[config.mk]
export PLATFORM = sky130hd
export DESIGN_NAME = accel_trimmed_mean_filter
export DESIGN_NICKNAME = d
export VERILOG_FILES = /design/src/rtl/atmf_pkg.sv /design/src/rtl/atmf_lane.sv /design/src/rtl/atmf_merge.sv /design/src/rtl/accel_trimmed_mean_filter.sv
export SDC_FILE = /design/constraint.sdc
export NUM_CORES = 1
export LEC_CHECK = 0
export ABC_AREA = 1
export BUFFER_PORTS_ARGS = -buffer_cell sky130_fd_sc_hd__buf_4
export CORE_MARGIN = 2
export CORE_UTILIZATION = 40
export DETAILED_ROUTE_END_ITERATION = 16
export GPL_TIMING_DRIVEN = 0
export PLACE_DENSITY_LB_ADDON = 0.08
export SYNTH_ARGS = -nofsm -noshare
export SYNTH_HDL_FRONTEND = slang
export SYNTH_SLANG_ARGS = --single-unit
[constraint.sdc]
create_clock -name clock -period 45.5 [get_ports clock]
set_input_delay 9.1 -clock clock [delete_from_list [all_inputs] [get_ports clock]]
set_output_delay 9.1 -clock clock [all_outputs]
set_load 0.1 [all_outputs]
[src/rtl/atmf_pkg.sv]
package atmf_pkg;

   // Defaults for the top-level parameters
   localparam int KEPT_LEN_DEF  = 8;
   localparam int OUT_SHIFT_DEF = 6;

   // Fixed field widths
   localparam int SAMPLE_W = 16;
   localparam int AXIS_W   = 10;
   localparam int PACKED_W = 3 * AXIS_W;

   // Largest magnitude of one sign-magnitude axis code
   localparam int MAG_LIM = (1 << (AXIS_W - 1)) - 1;

   typedef enum logic [2:0] {
      ST_IDLE,
      ST_SCAN,
      ST_PREP,
      ST_DIV,
      ST_FIN
   } atmf_state_type;

   // Sequencer strobes shared by all lanes
   typedef struct packed {
      logic load;
      logic primed;
      logic scan;
      logic scan_first;
      logic prep;
      logic div;
   } atmf_lane_ctrl_type;

endpackage

[src/rtl/atmf_lane.sv]
module atmf_lane
   import atmf_pkg::*;
#(
   parameter int KEPT_LEN  = KEPT_LEN_DEF,
   parameter int OUT_SHIFT = OUT_SHIFT_DEF
) (
   input  logic                       clock,
   input  atmf_lane_ctrl_type         ctrl,
   input  logic signed [SAMPLE_W-1:0] sample,
   output logic [AXIS_W-1:0]          axis_code
);

   localparam int WIN_LEN = KEPT_LEN + 2;
   localparam int SUM_W   = SAMPLE_W + 1 + $clog2(WIN_LEN);
   localparam int MAG_W   = SAMPLE_W + $clog2(WIN_LEN);
   localparam int DIV_L   = $clog2(KEPT_LEN);
   localparam int DIV_SH  = MAG_W + DIV_L;
   localparam int RCP_W   = MAG_W + 1;
   localparam int PROD_W  = MAG_W + RCP_W;
   // ceil(2^DIV_SH / KEPT_LEN): exact truncating quotient for any MAG_W-bit input
   localparam longint RCP_L =
      ((longint'(1) << DIV_SH) + longint'(KEPT_LEN) - longint'(1)) / longint'(KEPT_LEN);
   localparam logic [RCP_W-1:0] RCP = RCP_W'(RCP_L);

   logic signed [SAMPLE_W-1:0] win_ff [WIN_LEN];
   logic signed [SAMPLE_W-1:0] win_in [WIN_LEN];
   logic signed [SUM_W-1:0]    sum_ff, sum_in;
   logic signed [SAMPLE_W-1:0] lo_ff, lo_in, hi_ff, hi_in;
   logic                       neg_ff, neg_in;
   logic [MAG_W-1:0]           quot_ff, quot_in;

   logic signed [SAMPLE_W-1:0] tap;
   logic signed [SUM_W-1:0]    trim;
   logic signed [SUM_W-1:0]    trim_abs;
   logic [PROD_W-1:0]          prod;
   logic                       neg_res;
   logic [MAG_W:0]             pos_mag, neg_mag, mag;
   logic [AXIS_W-2:0]          mag_sat;

   assign tap = win_ff[0];

   // Window: fill on first item, shift on later ones, rotate while scanning
   always_comb begin
      win_in = win_ff;
      if (ctrl.load) begin
         for (int i = 0; i < WIN_LEN - 1; i++) begin
            win_in[i] = ctrl.primed ? win_ff[i+1] : sample;
         end
         win_in[WIN_LEN-1] = sample;
      end else if (ctrl.scan) begin
         for (int i = 0; i < WIN_LEN - 1; i++) begin
            win_in[i] = win_ff[i+1];
         end
         win_in[WIN_LEN-1] = win_ff[0];
      end
   end

   // Running sum, min and max over the rotating tap
   always_comb begin
      sum_in = sum_ff;
      lo_in  = lo_ff;
      hi_in  = hi_ff;
      if (ctrl.scan) begin
         if (ctrl.scan_first) begin
            sum_in = SUM_W'(tap);
            lo_in  = tap;
            hi_in  = tap;
         end else begin
            sum_in = sum_ff + SUM_W'(tap);
            if (tap < lo_ff) begin
               lo_in = tap;
            end
            if (tap > hi_ff) begin
               hi_in = tap;
            end
         end
      end
   end

   assign trim     = sum_ff - SUM_W'(lo_ff) - SUM_W'(hi_ff);
   assign trim_abs = trim[SUM_W-1] ? -trim : trim;
   assign prod     = PROD_W'(quot_ff) * PROD_W'(RCP);

   // Magnitude is registered first, then divided by a reciprocal multiply
   always_comb begin
      neg_in  = neg_ff;
      quot_in = quot_ff;
      if (ctrl.prep) begin
         neg_in  = trim[SUM_W-1];
         quot_in = trim_abs[MAG_W-1:0];
      end else if (ctrl.div) begin
         quot_in = MAG_W'(prod >> DIV_SH);
      end
   end

   always_ff @(posedge clock) begin
      win_ff  <= win_in;
      sum_ff  <= sum_in;
      lo_ff   <= lo_in;
      hi_ff   <= hi_in;
      neg_ff  <= neg_in;
      quot_ff <= quot_in;
   end

   // Floor shift: negative q gives -(((|q|-1) >> s) + 1)
   assign neg_res = neg_ff && (quot_ff != '0);
   assign pos_mag = {1'b0, quot_ff} >> OUT_SHIFT;
   assign neg_mag = (({1'b0, quot_ff} - (MAG_W+1)'(1)) >> OUT_SHIFT) + (MAG_W+1)'(1);
   assign mag     = neg_res ? neg_mag : pos_mag;
   assign mag_sat = (mag > (MAG_W+1)'(MAG_LIM)) ? (AXIS_W-1)'(MAG_LIM) : mag[AXIS_W-2:0];

   assign axis_code = {neg_res, mag_sat};

endmodule

[src/rtl/atmf_merge.sv]
module atmf_merge
   import atmf_pkg::*;
(
   input  logic                clock,
   input  logic                reset,
   input  logic                load,
   input  logic [AXIS_W-1:0]   x_code,
   input  logic [AXIS_W-1:0]   y_code,
   input  logic [AXIS_W-1:0]   z_code,
   output logic                free,
   output logic                rsp_valid,
   input  logic                rsp_ready,
   output logic [PACKED_W-1:0] rsp_packed_axes
);

   logic                valid_ff, valid_in;
   logic [PACKED_W-1:0] packed_ff, packed_in;

   assign free = !valid_ff || rsp_ready;

   always_comb begin
      valid_in  = valid_ff;
      packed_in = packed_ff;
      if (load) begin
         valid_in  = 1'b1;
         packed_in = {x_code, y_code, z_code};
      end else if (rsp_ready) begin
         valid_in = 1'b0;
      end
   end

   always_ff @(posedge clock) begin
      if (reset) begin
         valid_ff <= 1'b0;
      end else begin
         valid_ff <= valid_in;
      end
      packed_ff <= packed_in;
   end

   assign rsp_valid       = valid_ff;
   assign rsp_packed_axes = packed_ff;

endmodule

[src/rtl/accel_trimmed_mean_filter.sv]
// Three-axis trimmed-mean filter. Each item carries one signed 16-bit sample
// per axis; the first item after reset fills each axis window (KEPT_LEN+2
// entries), later items shift in and drop the oldest entry. Three lanes, one
// per axis, run in lockstep: a scan rotates the window past one tap to build
// sum, minimum and maximum, the PREP state trims and takes the magnitude,
// then the DIV state divides it by KEPT_LEN with a reciprocal multiply
// (exact, truncating). The quotient is floor-shifted by OUT_SHIFT, saturated
// to a 10-bit sign-magnitude code and the three codes are packed x high into
// the output register. The next item is accepted only once the scan, trim,
// divide and hand-off to the output register are done; the hand-off waits
// while the output register holds a result not yet taken. The output register
// lets the next item enter while the last result is still waiting to be
// taken. Reset is synchronous and clears control state only.
module accel_trimmed_mean_filter
   import atmf_pkg::*;
#(
   parameter int KEPT_LEN  = KEPT_LEN_DEF,
   parameter int OUT_SHIFT = OUT_SHIFT_DEF
) (
   input  logic                       clock,
   input  logic                       reset,
   input  logic                       req_valid,
   output logic                       req_ready,
   input  logic signed [SAMPLE_W-1:0] req_x_sample,
   input  logic signed [SAMPLE_W-1:0] req_y_sample,
   input  logic signed [SAMPLE_W-1:0] req_z_sample,
   output logic                       rsp_valid,
   input  logic                       rsp_ready,
   output logic [PACKED_W-1:0]        rsp_packed_axes
);

   localparam int WIN_LEN = KEPT_LEN + 2;
   localparam int CNT_W   = $clog2(WIN_LEN);

   atmf_state_type     state_ff, state_in;
   logic [CNT_W-1:0]   cnt_ff, cnt_in;
   logic               primed_ff, primed_in;
   atmf_lane_ctrl_type lane_ctrl;
   logic               merge_load;
   logic               merge_free;
   logic [AXIS_W-1:0]  x_code, y_code, z_code;
   logic               scan_last;

   assign scan_last = (cnt_ff == CNT_W'(WIN_LEN - 1));

   // Next state
   always_comb begin
      state_in = state_ff;
      case (state_ff)
         ST_IDLE: begin
            if (req_valid) begin
               state_in = ST_SCAN;
            end
         end
         ST_SCAN: begin
            if (scan_last) begin
               state_in = ST_PREP;
            end
         end
         ST_PREP: state_in = ST_DIV;
         ST_DIV:  state_in = ST_FIN;
         ST_FIN: begin
            if (merge_free) begin
               state_in = ST_IDLE;
            end
         end
         default: state_in = ST_IDLE;
      endcase
   end

   // Step counter for the scan
   always_comb begin
      cnt_in = '0;
      if (state_ff == ST_SCAN && !scan_last) begin
         cnt_in = cnt_ff + CNT_W'(1);
      end
   end

   // Outputs of the sequencer
   always_comb begin
      req_ready             = 1'b0;
      merge_load            = 1'b0;
      lane_ctrl             = '0;
      lane_ctrl.primed      = primed_ff;
      lane_ctrl.scan_first  = (cnt_ff == '0);
      primed_in             = primed_ff;
      case (state_ff)
         ST_IDLE: begin
            req_ready      = 1'b1;
            lane_ctrl.load = req_valid;
            if (req_valid) begin
               primed_in = 1'b1;
            end
         end
         ST_SCAN: lane_ctrl.scan = 1'b1;
         ST_PREP: lane_ctrl.prep = 1'b1;
         ST_DIV:  lane_ctrl.div  = 1'b1;
         ST_FIN:  merge_load     = merge_free;
         default: req_ready      = 1'b0;
      endcase
   end

   always_ff @(posedge clock) begin
      if (reset) begin
         state_ff  <= ST_IDLE;
         cnt_ff    <= '0;
         primed_ff <= 1'b0;
      end else begin
         state_ff  <= state_in;
         cnt_ff    <= cnt_in;
         primed_ff <= primed_in;
      end
   end

   atmf_lane #(
      .KEPT_LEN  (KEPT_LEN),
      .OUT_SHIFT (OUT_SHIFT)
   ) u_lane_x (
      .clock     (clock),
      .ctrl      (lane_ctrl),
      .sample    (req_x_sample),
      .axis_code (x_code)
   );

   atmf_lane #(
      .KEPT_LEN  (KEPT_LEN),
      .OUT_SHIFT (OUT_SHIFT)
   ) u_lane_y (
      .clock     (clock),
      .ctrl      (lane_ctrl),
      .sample    (req_y_sample),
      .axis_code (y_code)
   );

   atmf_lane #(
      .KEPT_LEN  (KEPT_LEN),
      .OUT_SHIFT (OUT_SHIFT)
   ) u_lane_z (
      .clock     (clock),
      .ctrl      (lane_ctrl),
      .sample    (req_z_sample),
      .axis_code (z_code)
   );

   // Packs the three codes and holds the item until taken
   atmf_merge u_merge (
      .clock           (clock),
      .reset           (reset),
      .load            (merge_load),
      .x_code          (x_code),
      .y_code          (y_code),
      .z_code          (z_code),
      .free            (merge_free),
      .rsp_valid       (rsp_valid),
      .rsp_ready       (rsp_ready),
      .rsp_packed_axes (rsp_packed_axes)
   );

endmodule

# Word-level counts from Yosys, hierarchy flattened

Index checks and enable logic that the tools add are counted.

$mul: 0
Multiplexer cells: 72
Div/mod/pow operators: 0
$add $sub $neg: 19
Shift-type cells: 0
Reduce and logical (&&, ||, !) cells: 30
Bitwise logic cells: 1
Equality and inequality tests: 8
Order comparisons: 9

Operators with widths:

| cell                                                                   | number |
|---|---|
| 160-bit 2-to-1 mux                                                     | 6 |
| 16-bit 2-to-1 mux                                                      | 39 |
| 20-bit 2-to-1 mux                                                      | 9 |
| 21-bit 2-to-1 mux                                                      | 6 |
| 21-bit by 16-bit subtractor with 21-bit output                         | 6 |
| 21-bit by 16-bit adder with 21-bit output                              | 3 |
| 21-bit by 9-bit > comparator with 1-bit output (second input constant) | 3 |
| 20-bit by 1-bit subtractor with 21-bit output (second input constant)  | 3 |
| 20-bit negator                                                         | 3 |
| 20-bit nonzero test                                                    | 3 |
| 15-bit by 1-bit adder with 16-bit output (second input constant)       | 3 |
| 16-bit > comparator                                                    | 3 |
| 16-bit < comparator                                                    | 3 |
| 2-bit nonzero test                                                     | 9 |
| 3-bit one-hot mux with 5 select lines                                  | 1 |
| 2-bit AND reduction                                                    | 7 |
| 3-bit 2-to-1 mux                                                       | 3 |
| 1-bit 2-to-1 mux                                                       | 8 |
| 3-bit by 2-bit == test with 1-bit output (second input constant)       | 2 |
| 2-bit inequality test (second input constant)                          | 3 |
| 4-bit by 1-bit adder with 4-bit output (second input constant)         | 1 |
| 4-bit == test (second input constant)                                  | 1 |
| 1-bit logical AND                                                      | 4 |
| 4-bit zero test                                                        | 1 |
| 8 further kinds                                                        | 9 |

Bits in registers: 741
Memories: 0
Memory bits (writable): 0
Bits in read-only memories: 0
Bits in latches: 0
Output and inout port bits: 32

# Depth between registers and ports, before layout

Gate-level depths: netlist of the first run.

Depth in word-level cells: 5
Gate-level depth with buffers: 21
Gate-level depth less buffers: 21

# By module

Synthesis of the first run repeated with hierarchy kept, for this count alone.

Cells, all modules: 4,956
Area total of the unflattened synthesis: 44,237.4 µm²

By module, submodules not included:

| module                    | times used | area an instance (µm²) | cells each | seq. area each (µm²) |
|---|---|---|---|---|
| atmf_lane at u_lane_z     | 1          | 14,375.0               | 1,638      | 7,026.7 |
| atmf_lane at u_lane_x     | 1          | 14,269.9               | 1,645      | 7,026.7 |
| atmf_lane at u_lane_y     | 1          | 14,226.1               | 1,583      | 7,026.7 |
| atmf_merge                | 1          | 943.4                  | 35         | 920.9 |
| accel_trimmed_mean_filter | 1          | 422.9                  | 55         | 160.2 |

# Worst setup path before layout of the first run

Ideal clock, no wire load.

Kind: in2reg
Start point: input req_valid
End point: register u_lane_x.win_ff (netlist bit u_lane_x.tap[0]), enable pin
Cell stages on the path: 6
Required time: 42.037 ns
Setup time: 3.463 ns
Arrival time: 17.618 ns
Slack: 24.419 ns
Cells stage by stage: inv_1 > nor2_1 > clkinv_1 > clkbuf_1 > clkbuf_1 > nand2_1

Longest elaborated chain between the ends: 2

RTL lines:

| what                                | RTL line                        | text |
|---|---|---|
| start, declared                     | accel_trimmed_mean_filter.sv:22 | `input logic req_valid,` |
| 1-bit 2-to-1 mux                    | accel_trimmed_mean_filter.sv:87 | `case (state_ff)` |
| 2-bit nonzero test (no source line) | --                              |  |
| end signal, assigned                | atmf_lane.sv:97                 | `win_ff <= win_in;` |
| end, declared                       | atmf_lane.sv:25                 | `logic signed [SAMPLE_W-1:0] win_ff [WIN_LEN];` |

Every way passes these cells.
A chain may end at the register's enable or synchronous reset.

# Worst setup path after layout of the first run

Start point: input req_valid
End point: register u_lane_x.win_ff[65] (netlist name), enable pin

The elaborated chain is that of the path after synthesis.

==> results of run 1 <==
[stage by stage]
step	setup slack, ns	area (um^2)	instances
floorplan	24.42	43510	4795
global placement	18.34	45890	6281
detailed placement	32.07	46350	6300
CTS	32.79	49040	6450
global route	32.64	49040	6451
finish	32.82	49040	6451
[cells in the mapped netlist (49+ instances only)]
library cell / n / area (um^2)
ha_1: 231 / 2890
xor2_1: 49 / 429.2
inv_1: 418 / 1569
fa_1: 63 / 1261
clkbuf_1: 129 / 484.2
o21ai_1: 93 / 465.5
a21oi_1: 179 / 895.9
nand2_1: 1405 / 5274
nand4_1: 61 / 381.6
nand3_1: 293 / 1466
nor2_1: 235 / 882.1
o21ai_0: 548 / 2743
edfxtp_1: 732 / 21980
[worst max path at each step]
stage | start | endpoint | cells past startpoint
finish | req_valid | u_lane_x.win_ff[65] | 11
floorplan | req_valid | u_lane_x.tap[0] | 6
detailed placement | req_valid | u_lane_x.win_ff[83] | 11
global placement | req_valid | u_lane_x.win_ff[83] | 7
CTS | req_valid | u_lane_x.win_ff[66] | 11
global route | req_valid | u_lane_x.win_ff[68] | 11
[final cells by class]
cell class / count / area [um^2]
Antenna cell: 1 / 2.502
Buffer: 150 / 601.8
Clock buffer: 110 / 2251
Clock inverter: 40 / 437.9
Fill cell: 10380 / 58460
Inverter: 429 / 1610
Multi-Input combinational cell: 3475 / 19190
Sequential cell: 741 / 22160
Tap cell: 1403 / 1755
Timing Repair Buffer: 102 / 1027
[layer usage]
layer | track usage | share of wire | wire, um
met5 | 0 | 0 | 0
met3 | 0.02534 | 0.038 | 4296
met2 | 0.3257 | 0.45 | 50730
met4 | 0.04687 | 0.018 | 2080
met1 | 0.2934 | 0.50 | 56130
[flip-flops by register name, summed over array words and instances, names as in the netlist, 20 cells and up]
name,flops
u_lane_y.win_ff,144
u_lane_z.win_ff,144
u_lane_y.sum_ff,21
u_lane_x.quot_ff,20
u_lane_y.quot_ff,20
u_merge.rsp_packed_axes,30
u_lane_z.sum_ff,21
u_lane_x.sum_ff,21
u_lane_x.win_ff,144
u_lane_z.quot_ff,20
[worst max-delay path, delay by kind of cell]
family | cells | cell delay, ns
and+or+nand+nor | 2 | 1.01
buffers and inverters | 9 | 2.78
[logic make-up (layout without fill, tap and decap cells)]
kind of cell,after synthesis,count (layout),synth area share
AOI/OAI and AO/OA,889,889,0.1066
xor gates and xnor gates,90,90,0.01829
adders and majority gates,294,294,0.09541
buffers and inverters,579,831,0.05084
DFF,741,741,0.5093
muxes,1,1,0.0002300
other,0,1,0
and+or+nand+nor,2201,2201,0.2193
==> flow_summary.json, run 1 <==
{
  "maxCapViolations": 0,
  "timing.rr.end": "u_lane_x.win_ff[65]",
  "grt_overflow_total": 0,
  "yosysSeqAreaShare": 0.5093,
  "dieArea_um2": 111400,
  "cp_common_cell": "buf_16",
  "cts_hold_buf": 0,
  "finClkSkew_ns": 0.02096,
  "max_freq_mhz": 78.86,
  "tns_ns": 0,
  "setup_viol": 0,
  "crit_fanout": 61,
  "layout_min_cycle_time_ns": 12.68,
  "numCtsBuffers": 84,
  "holdWs_ns": 0.4779,
  "clockBufferDepth": 3,
  "num_rows": 120,
  "fin_crit_sh": 0.2787,
  "drive_gt1_frac": 0.07708,
  "wire_per_inst_um": 17.55,
  "min_delay_path_depth": 1,
  "hpwl_um": 86700,
  "maxSlewViolCount": 0,
  "grt_max_degree": 62,
  "cts.reportedPaths.clkPinSlew_ns": 0.06,
  "timing.rr.start": "state_ff[1]",
  "via_count": 32600,
  "synthesis.nets": 5141,
  "worst-r2r-cell-count": 11,
  "rsz0062_at_grt": "false",
  "syn_area_um2": 43510,
  "yosys_warnings": 0,
  "ctsHtreeMaxLevel": 3,
  "layout_common_cells": "nand2_1, edfxtp_1, o21ai_0, inv_1, nand3_1",
  "final_net_count": 5329,
  "drt_iter0_drc": 2322,
  "cts_tree": "done",
  "cp.required_ns": 45.84,
  "totalWireLength_um": 113200,
  "holdPathEnd": "cnt_ff[0]",
  "yosysUniqueCellTypes": 56,
  "cts_setup_buffers": 0,
  "antenna_found_initial": 1,
  "area_growth_pct": 12.70,
  "clk_latency_ns": 0.66,
  "finalHoldViolCount": 0,
  "synth-seq-cells": 741,
  "grt_pass1_vias": 31740,
  "synth_ff_type": "edfxtp_1",
  "core_um2": 107500,
  "drc": 0,
  "die_y_um": 333.8,
  "start_util": 0.4048,
  "cp_slowest_stage_delay_ns": 0.61,
  "final_core_util": 0.4562,
  "cpMaxStageDelayCell": "clkinv_1",
  "cp_cell_sequence": "buf_4, inv_1, nor2_1, clkinv_1, clkbuf_1, clkbuf_1, nand2_4, buf_16, buf_16, buf_16, buf_16",
  "slew_headroom": 0.3347,
  "grt_usage": 0.2031,
  "ios": 84,
  "r2r_slack_ns": 40.70,
  "worst_pin_slew_ns": 0.9980,
  "cts.sinks": 741,
  "cts_resized": 0,
  "crit_path_end_kind": "register",
  "hp-class": "reg -> reg",
  "status": "complete, no violations",
  "async_flop_share": 0,
  "critPathKind": "in -> reg",
  "final_common_cell": "nand2_1",
  "root_buffer": "clkbuf_16",
  "synth-edff-count": 732,
  "crit_arrival_ns": 13.02,
  "die_w_um": 333.8,
  "dr.pass1.iters": 5,
  "start_kind": "input port",
  "portBuffers": 83,
  "synth.avg_cell_area_um2": 9.075,
  "gp_congestion": 0.8737,
  "viasPerCell": 5.054,
  "antenna_left": 0,
  "grt_pass1_wl_um": 178800,
  "syn_inst": 4795,
  "hp-start": "cnt_ff[0]"
}
Power of run 1 is not shown: default switching activity piles up to over one toggle a cycle in this logic, so the estimate is an artifact.
==> run 2, diff against run 1 <==
Clock period 45.5 ns to 11.24 ns, I/O delays scaled along.
==> run 2 against run 1 <==
Net effect: global-route usage is 0.13 points lower; wire length shrank 0.86%; highest routed layer unchanged; cell count about the same; critical endpoint is now u_lane_x.win_ff[81]; die area is the same; sequential share of layout area up 0.15 points.
==> flow_summary.json, run 2 (synthesis gave the netlist of run 1 again) <==
{
  "reg.largest.list": "u_lane_x.win_ff: 144 flops, u_lane_y.win_ff: 144 flops, u_lane_z.win_ff: 144 flops",
  "root_buffer": "clkbuf_16",
  "wire_per_inst_um": 17.40,
  "crit_arrival_ns": 5.88,
  "rsz0062_at_grt": "false",
  "path_delay_family": "buffers and inverters",
  "grt_usage": 0.2018,
  "hpwl_um": 85900,
  "antenna_left": 0,
  "grt_max_degree": 124,
  "cts_tree": "done",
  "dr.pass1.iters": 5,
  "portBuffers": 83,
  "cts_resized": 0,
  "path_buf_inv": 7,
  "maxSlewViolCount": 0,
  "crit_fanout": 98,
  "finalHoldViolCount": 0,
  "cpMaxStageDelayCell": "nand2_8",
  "cts_setup_buffers": 0,
  "drive_gt1_frac": 0.07586,
  "grt_pass1_vias": 31730,
  "hp-class": "reg -> reg",
  "cp_cell_sequence": "buf_4, inv_1, nor2_1, clkinv_1, clkbuf_1, clkbuf_1, nand2_8, buf_16, buf_16",
  "start_kind": "input port",
  "finClkSkew_ns": 0.03734,
  "area_growth_pct": 12.33,
  "cts.reportedPaths.clkPinSlew_ns": 0.06,
  "final_core_util": 0.4547,
  "clockBufferDepth": 3,
  "maxCapViolations": 0,
  "crit_path_end_kind": "register",
  "viasPerCell": 5.048,
  "layout_min_cycle_time_ns": 5.553,
  "drc": 0,
  "drt_iter0_drc": 2425,
  "cp_slowest_stage_delay_ns": 0.67,
  "die_w_um": 333.8,
  "antenna_found_initial": 3,
  "totalWireLength_um": 112300,
  "worst_pin_slew_ns": 1.080,
  "fin_ws_ns": 5.687,
  "numCtsBuffers": 86,
  "max_freq_mhz": 180.1,
  "pre_cts_ws_ns": 4.811,
  "dieArea_um2": 111400,
  "gp_congestion": 0.8784,
  "critPathKind": "in -> reg",
  "holdWs_ns": 0.4929,
  "grt_pass1_wl_um": 177600,
  "setup_viol": 0,
  "num_rows": 120,
  "cp.required_ns": 11.56,
  "cts.sinks": 741,
  "status": "complete, no violations",
  "start_util": 0.4048,
  "layout_common_cells": "nand2_1, edfxtp_1, o21ai_0, inv_1, nand3_1",
  "final_common_cell": "nand2_1",
  "ctsHtreeMaxLevel": 3,
  "stdcell_area_um2": 48880,
  "via_count": 32580,
  "fin_crit_sh": 0.4940,
  "n_fill_cell": 10450,
  "die_y_um": 333.8,
  "placed_cell_area_um2": 46230,
  "core_um2": 107500,
  "grt_overflow_total": 0,
  "final_net_count": 5326,
  "cts_hold_buf": 0,
  "slew_headroom": 0.2802,
  "ios": 84,
  "clk_latency_ns": 0.66
}
## run 2: worst paths after layout
kind               start                  end  slack, ns  cells past startpoint
max            req_valid  u_lane_x.win_ff[81]       5.69                      9
min            cnt_ff[0]            cnt_ff[0]       0.49                      1
max reg2reg  state_ff[1]  u_lane_x.win_ff[81]       6.75                      9
min reg2reg    cnt_ff[0]            cnt_ff[0]       0.49                      1
## run 2: stage by stage
step | instances | setup TNS [ns]
final | 6453 | 0
after global placement | 6281 | -2226.76
after CTS | 6452 | 0
after floorplan | 4795 | 0
after detailed placement | 6295 | 0
after global routing | 6453 | 0
## run 2: layer usage
metal | up-vias | GRT usage | share of wire
met3 | 155 | 0.02464 | 0.036
met5 | - | 0 | 0
met1 | 15080 | 0.2922 | 0.50
li1 | 16790 | - | -
met2 | 549 | 0.3196 | 0.44
met4 | 0 | 0.05425 | 0.025
## run 2: worst register-to-register path, stage by stage, from the launching register on
cell	delay, ns
dfxtp_1	0.33
inv_1	0.20
nand2_1	0.14
nor2_1	0.52
clkinv_1	0.57
clkbuf_1	0.46
clkbuf_1	0.42
nand2_8	0.67
buf_16	0.39
buf_16	0.40
## run 2: area by class of cell
cell class	instances	area [um^2]	area share
Sequential cell	741	22160	0.4534
Multi-Input combinational cell	3475	19200	0.3928
Clock buffer	115	2292	0.04690
Tap cell	1403	1755	0.03591
Inverter	429	1610	0.03294
Timing Repair Buffer	97	897.1	0.01835
Buffer	150	601.8	0.01231
Clock inverter	42	359.1	0.007347
Antenna cell	1	2.502	0.00005120
Power of run 2 is left out for the same reason.
